`config.mk`:
```
export PLATFORM = sky130hd
export DESIGN_NAME = ugb_ram
export DESIGN_NICKNAME = d
export VERILOG_FILES = /design/src/design/ugb_ram.sv
export SDC_FILE = /design/constraint.sdc
export NUM_CORES = 1
export LEC_CHECK = 0
export ABC_AREA = 1
export BUFFER_PORTS_ARGS = -buffer_cell sky130_fd_sc_hd__buf_2
export CAP_MARGIN = 15
export CORE_MARGIN = 2
export CORE_UTILIZATION = 55
export DETAILED_ROUTE_END_ITERATION = 6
export HOLD_SLACK_MARGIN = 0.15
export MAX_ROUTING_LAYER = met4
export PLACE_DENSITY_LB_ADDON = 0.08
export SKIP_CTS_REPAIR_TIMING = 1
export SYNTH_ARGS = -nofsm -noshare
export SYNTH_HDL_FRONTEND = slang
export SYNTH_SLANG_ARGS = --single-unit
```
`constraint.sdc`:
```
create_clock -name clk -period 2.45 [get_ports clk]
set_clock_uncertainty 0.05 [all_clocks]
set_input_delay 0 -clock clk [delete_from_list [all_inputs] [get_ports clk]]
set_output_delay 0 -clock clk [all_outputs]
set_load 0.02 [all_outputs]
```
`src/design/ugb_ram.sv`:
```
module ugb_ram #(
    parameter int WIDTH = 8,
    parameter int DEPTH = 16
) (
    input  logic                     clk,
    input  logic                     we,
    input  logic [$clog2(DEPTH)-1:0] waddr,
    input  logic [WIDTH-1:0]         wdata,
    input  logic [$clog2(DEPTH)-1:0] raddr,
    output logic [WIDTH-1:0]         rdata
);

    logic [WIDTH-1:0] mem [DEPTH];

    // write one entry, register the read
    always_ff @(posedge clk)
    begin
        if (we)
        begin
            mem[waddr] <= wdata;
        end
        rdata <= mem[raddr];
    end

endmodule

```
# Yosys cells after proc, flatten, opt, wreduce, memory -nomap -nowiden
# Memory sizes are Yosys's and may differ from the RTL's. A register that Yosys moved wholly into a read port is not among the register bits.
# Cells that the tools add are included.
[word_totals]
reg_bits = 0
mem_bits_rw = 128
in_bits = 18
output_inout_bits = 8
wordCells = 3
n_memories = 1
[op_classes]
mux = 2
[memory_table]
columns = ["name", "words", "width", "read_ports", "rd_clocked_by_memory_dff", "wr", "line", "source"]
rows = [
  ["mem", 16, 8, 1, 1, 1, "13", "logic [WIDTH-1:0] mem [DEPTH];"],
]
[op_table]
columns = ["operator", "count"]
rows = [
  ["two-way mux 1 bit", 2],
]

# Logic depth before layout (Yosys ltp)
[depth]
word_depth = 2
mapped_depth = 8
depth_no_buf = 7

# Worst setup path after synthesis
# No wires, ideal clock.
[synth_timing]
kind = "in2reg"
startpoint = "in waddr[2]"
endpoint = "mem mem[10][0], enable pin"
setup_ns = 0.370
arrival_time_ns = 0.581
required_time_ns = 2.030
slack_ns = 1.449
cell_stages = 2
path_buffers = 0
cell_sequence = "nand3b_1 -> nor2_1"
[synth_rtl]
columns = ["item", "line", "source"]
rows = [
  ["from (decl)", "7", "input logic [$clog2(DEPTH)-1:0] waddr,"],
  ["to (decl)", "13", ""],
]
# Straight into the memory's write port.

==> results.py <==
metrics = {
    "floorplan": {
        "core_um2": 10230,
        "die_h_um": 106.4,
        "die_width_um": 106.4,
        "placementRows": 37,
        "die_area_um2": 11320,
        "ioPinCount": 26,
        "initial_core_util_pct": 56.37,
    },
    "detailed_routing": {
        "route.vias.total": 3815,
        "finalWirelength_mm": 12.72,
        "drtAntennaViolNets": 0,
        "wl_met3_um": 685,
        "drc": 0,
        "avgRoutedWirePerCell_um": 17.11,
        "vias_per_cell": 5.135,
        "drt_first_pass_iters": 6,
        "top_layer": "met4",
        "drt-met1-wl_mm": 5.461,
        "drt_iter0_drc": 348,
        "met2_length_mm": 6.344,
    },
    "worst_setup_path": {
        "worstSetupStartpointType": "input pin",
        "crit_path_max_incr_delay_ns": 0.55,
        "cp_max_fo": 17,
        "cp_slowest_cell": "dlygate4sd3_1",
        "crit_arrival_ns": 2.68,
        "crit_chain": "dlygate4sd3_1 -> buf_2 -> inv_1 -> nand3_1 -> nand3_1 -> dlygate4sd3_1 -> nand2_1 -> dlygate4sd3_1",
        "path_common_cell": "dlygate4sd3_1",
        "critPathKind": "in2reg",
        "worstSetupEndpointType": "flop",
        "required_ns": 2.81,
    },
    "synthesis": {
        "netlist_area_um2": 5767,
        "postSynthCellCount": 551,
        "ys_ff_latch": 136,
        "syn_area_per_cell_um2": 10.47,
        "synth_seq_area_share_pct": 69.43,
        "yosysWarnings": 0,
        "syn_nets": 569,
        "synth_cell_types": 12,
    },
    "layout": {
        "nFillCells": 802,
        "final_nets": 612,
        "area_growth_pct": 17.10,
        "layout-drive-gt1-share_pct": 10.71,
        "finish.utilization_pct": 66.00,
        "multiInputGateArea_um2": 1214,
        "design_area_um2": 6753,
        "regArea_um2": 4004,
        "antenna-diode-count": 0,
    },
    "sta": {
        "tns_ns": 0,
        "maxSlewHeadroom_pct": 44.04,
        "rsz0062_at_grt": "false",
        "max_freq_mhz": 431.8,
        "hold_violations": 0,
        "worst_slew_pin_slew_ns": 0.8363,
        "setup_viol": 0,
        "slew_violations": 0,
        "hold_ws_ns": 0.09586,
        "post-route-min-period_ns": 2.316,
        "fin_crit_sh_pct": 94.53,
    },
    "pwr": {
        "power.density_nw_per_um2": 840.6,
        "power.total_mw": 5.676,
        "ir_worst_vdd_uv": 464.0,
        "p_leak_nw": 2.916,
    },
    "cts": {
        "path_clk_slew_ns": 0.06,
        "cts_tree": "done",
        "root_buffer": "clkbuf_8",
        "htree_levels": 4,
        "tritoncts.num_buffers": 17,
        "cts.sinks": 136,
        "clock_latency_ns": 0.52,
        "cts_buffer_depth": 2,
    },
    "min_path": {
        "holdCritPathClass": "in2reg",
    },
    "global_routing": {
        "track_usage_pct": 24.93,
        "grt_max_degree": 65,
        "grt_pass1_vias": 3591,
        "overflow": 0,
        "antenna_found_initial": 0,
        "grt_pass1_wl_mm": 19.65,
    },
    "outcome": {
        "status": "finished clean",
    },
    "place": {
        "place_congestion": 0.8456,
        "post_dp_cell_area_um2": 5941,
        "portBuffers": 25,
        "dp_hpwl_mm": 7.613,
    },
    "job": {
        "drv_cap": 0,
    },
}
cells in the mapped netlist:
library cell / count / area, µm²
nand2_1: 173 / 649.4
edfxtp_1: 128 / 3844
inv_1: 100 / 375.4
nand3_1: 97 / 485.5
nor2_1: 17 / 63.81
buf_2: 13 / 65.06
dfxtp_1: 8 / 160.2
buf_6: 6 / 67.56
buf_4: 4 / 30.03
inv_2: 2 / 7.510
nand3b_1: 2 / 15.01
buf_1: 1 / 3.750
cells in the final DEF, fill, tap and decap left out:
cell	n
nand2_1	173
edfxtp_1	128
inv_1	100
nand3_1	97
buf_2	25
nor2_1	17
dlygate4sd3_1	17
clkbuf_16	16
dfxtp_1	8
buf_4	6
bufinv_16	5
clkinv_2	4
clkinvlp_4	4
clkbuf_8	3
inv_2	2
nand3b_1	2
sequential cells by signal, indices dropped and copies added, names as in the netlist:
name / count
rdata: 8
mem: 128
worst max-delay path, delay by kind of cell:
family	cells	cell delay, ns
AND/OR/NAND/NOR	3	0.31
buffers and inverters	5	2.37
worst paths after layout:
kind	slack [ns]	from	cells after the start	end
max	0.13	raddr[2]	8	rdata[5]
min	0.1	waddr[3]	3	mem[6][3]
max reg2reg	0.38	mem[9][5]	8	rdata[5]
min reg2reg	0.63	mem[15][3]	6	rdata[3]
per-stage QoR:
step | instances | setup WS (ns)
after CTS | 726 | 1.279
final | 743 | 0.1341
after detailed placement | 694 | 0.9491
after global routing | 743 | 0.05805
after global placement | 694 | 0.9583
after floorplan | 551 | 1.449
layer usage:
layer	track usage, %	up-vias
li1	-	1863
met1	32.36	1828
met2	39.01	103
met3	5.579	21
met4	9.023	0
met5	-	-
where the power goes:
group          internal (mW)  switching (mW)  total (mW)
Combinational          0.103           0.237       0.341
Sequential              2.60          0.0191        2.62
Clock                   1.80           0.915        2.71
Total                   4.51            1.17        5.68
layout make-up:
type	instances	area share (%)
Multi-Input combinational cell	289	17.97
Timing Repair Buffer	48	5.040
Clock inverter	13	2.965
Clock buffer	19	6.541
Inverter	102	5.670
Sequential cell	136	59.29
Tap cell	136	2.520
kinds of logic after synthesis:
logic type / after synthesis / share of synthesized area [%]
flops: 136 / 69.43
simple gates: 289 / 21.05
buf+inv: 126 / 9.525
Note: power is estimated with default switching activity, not from simulation.
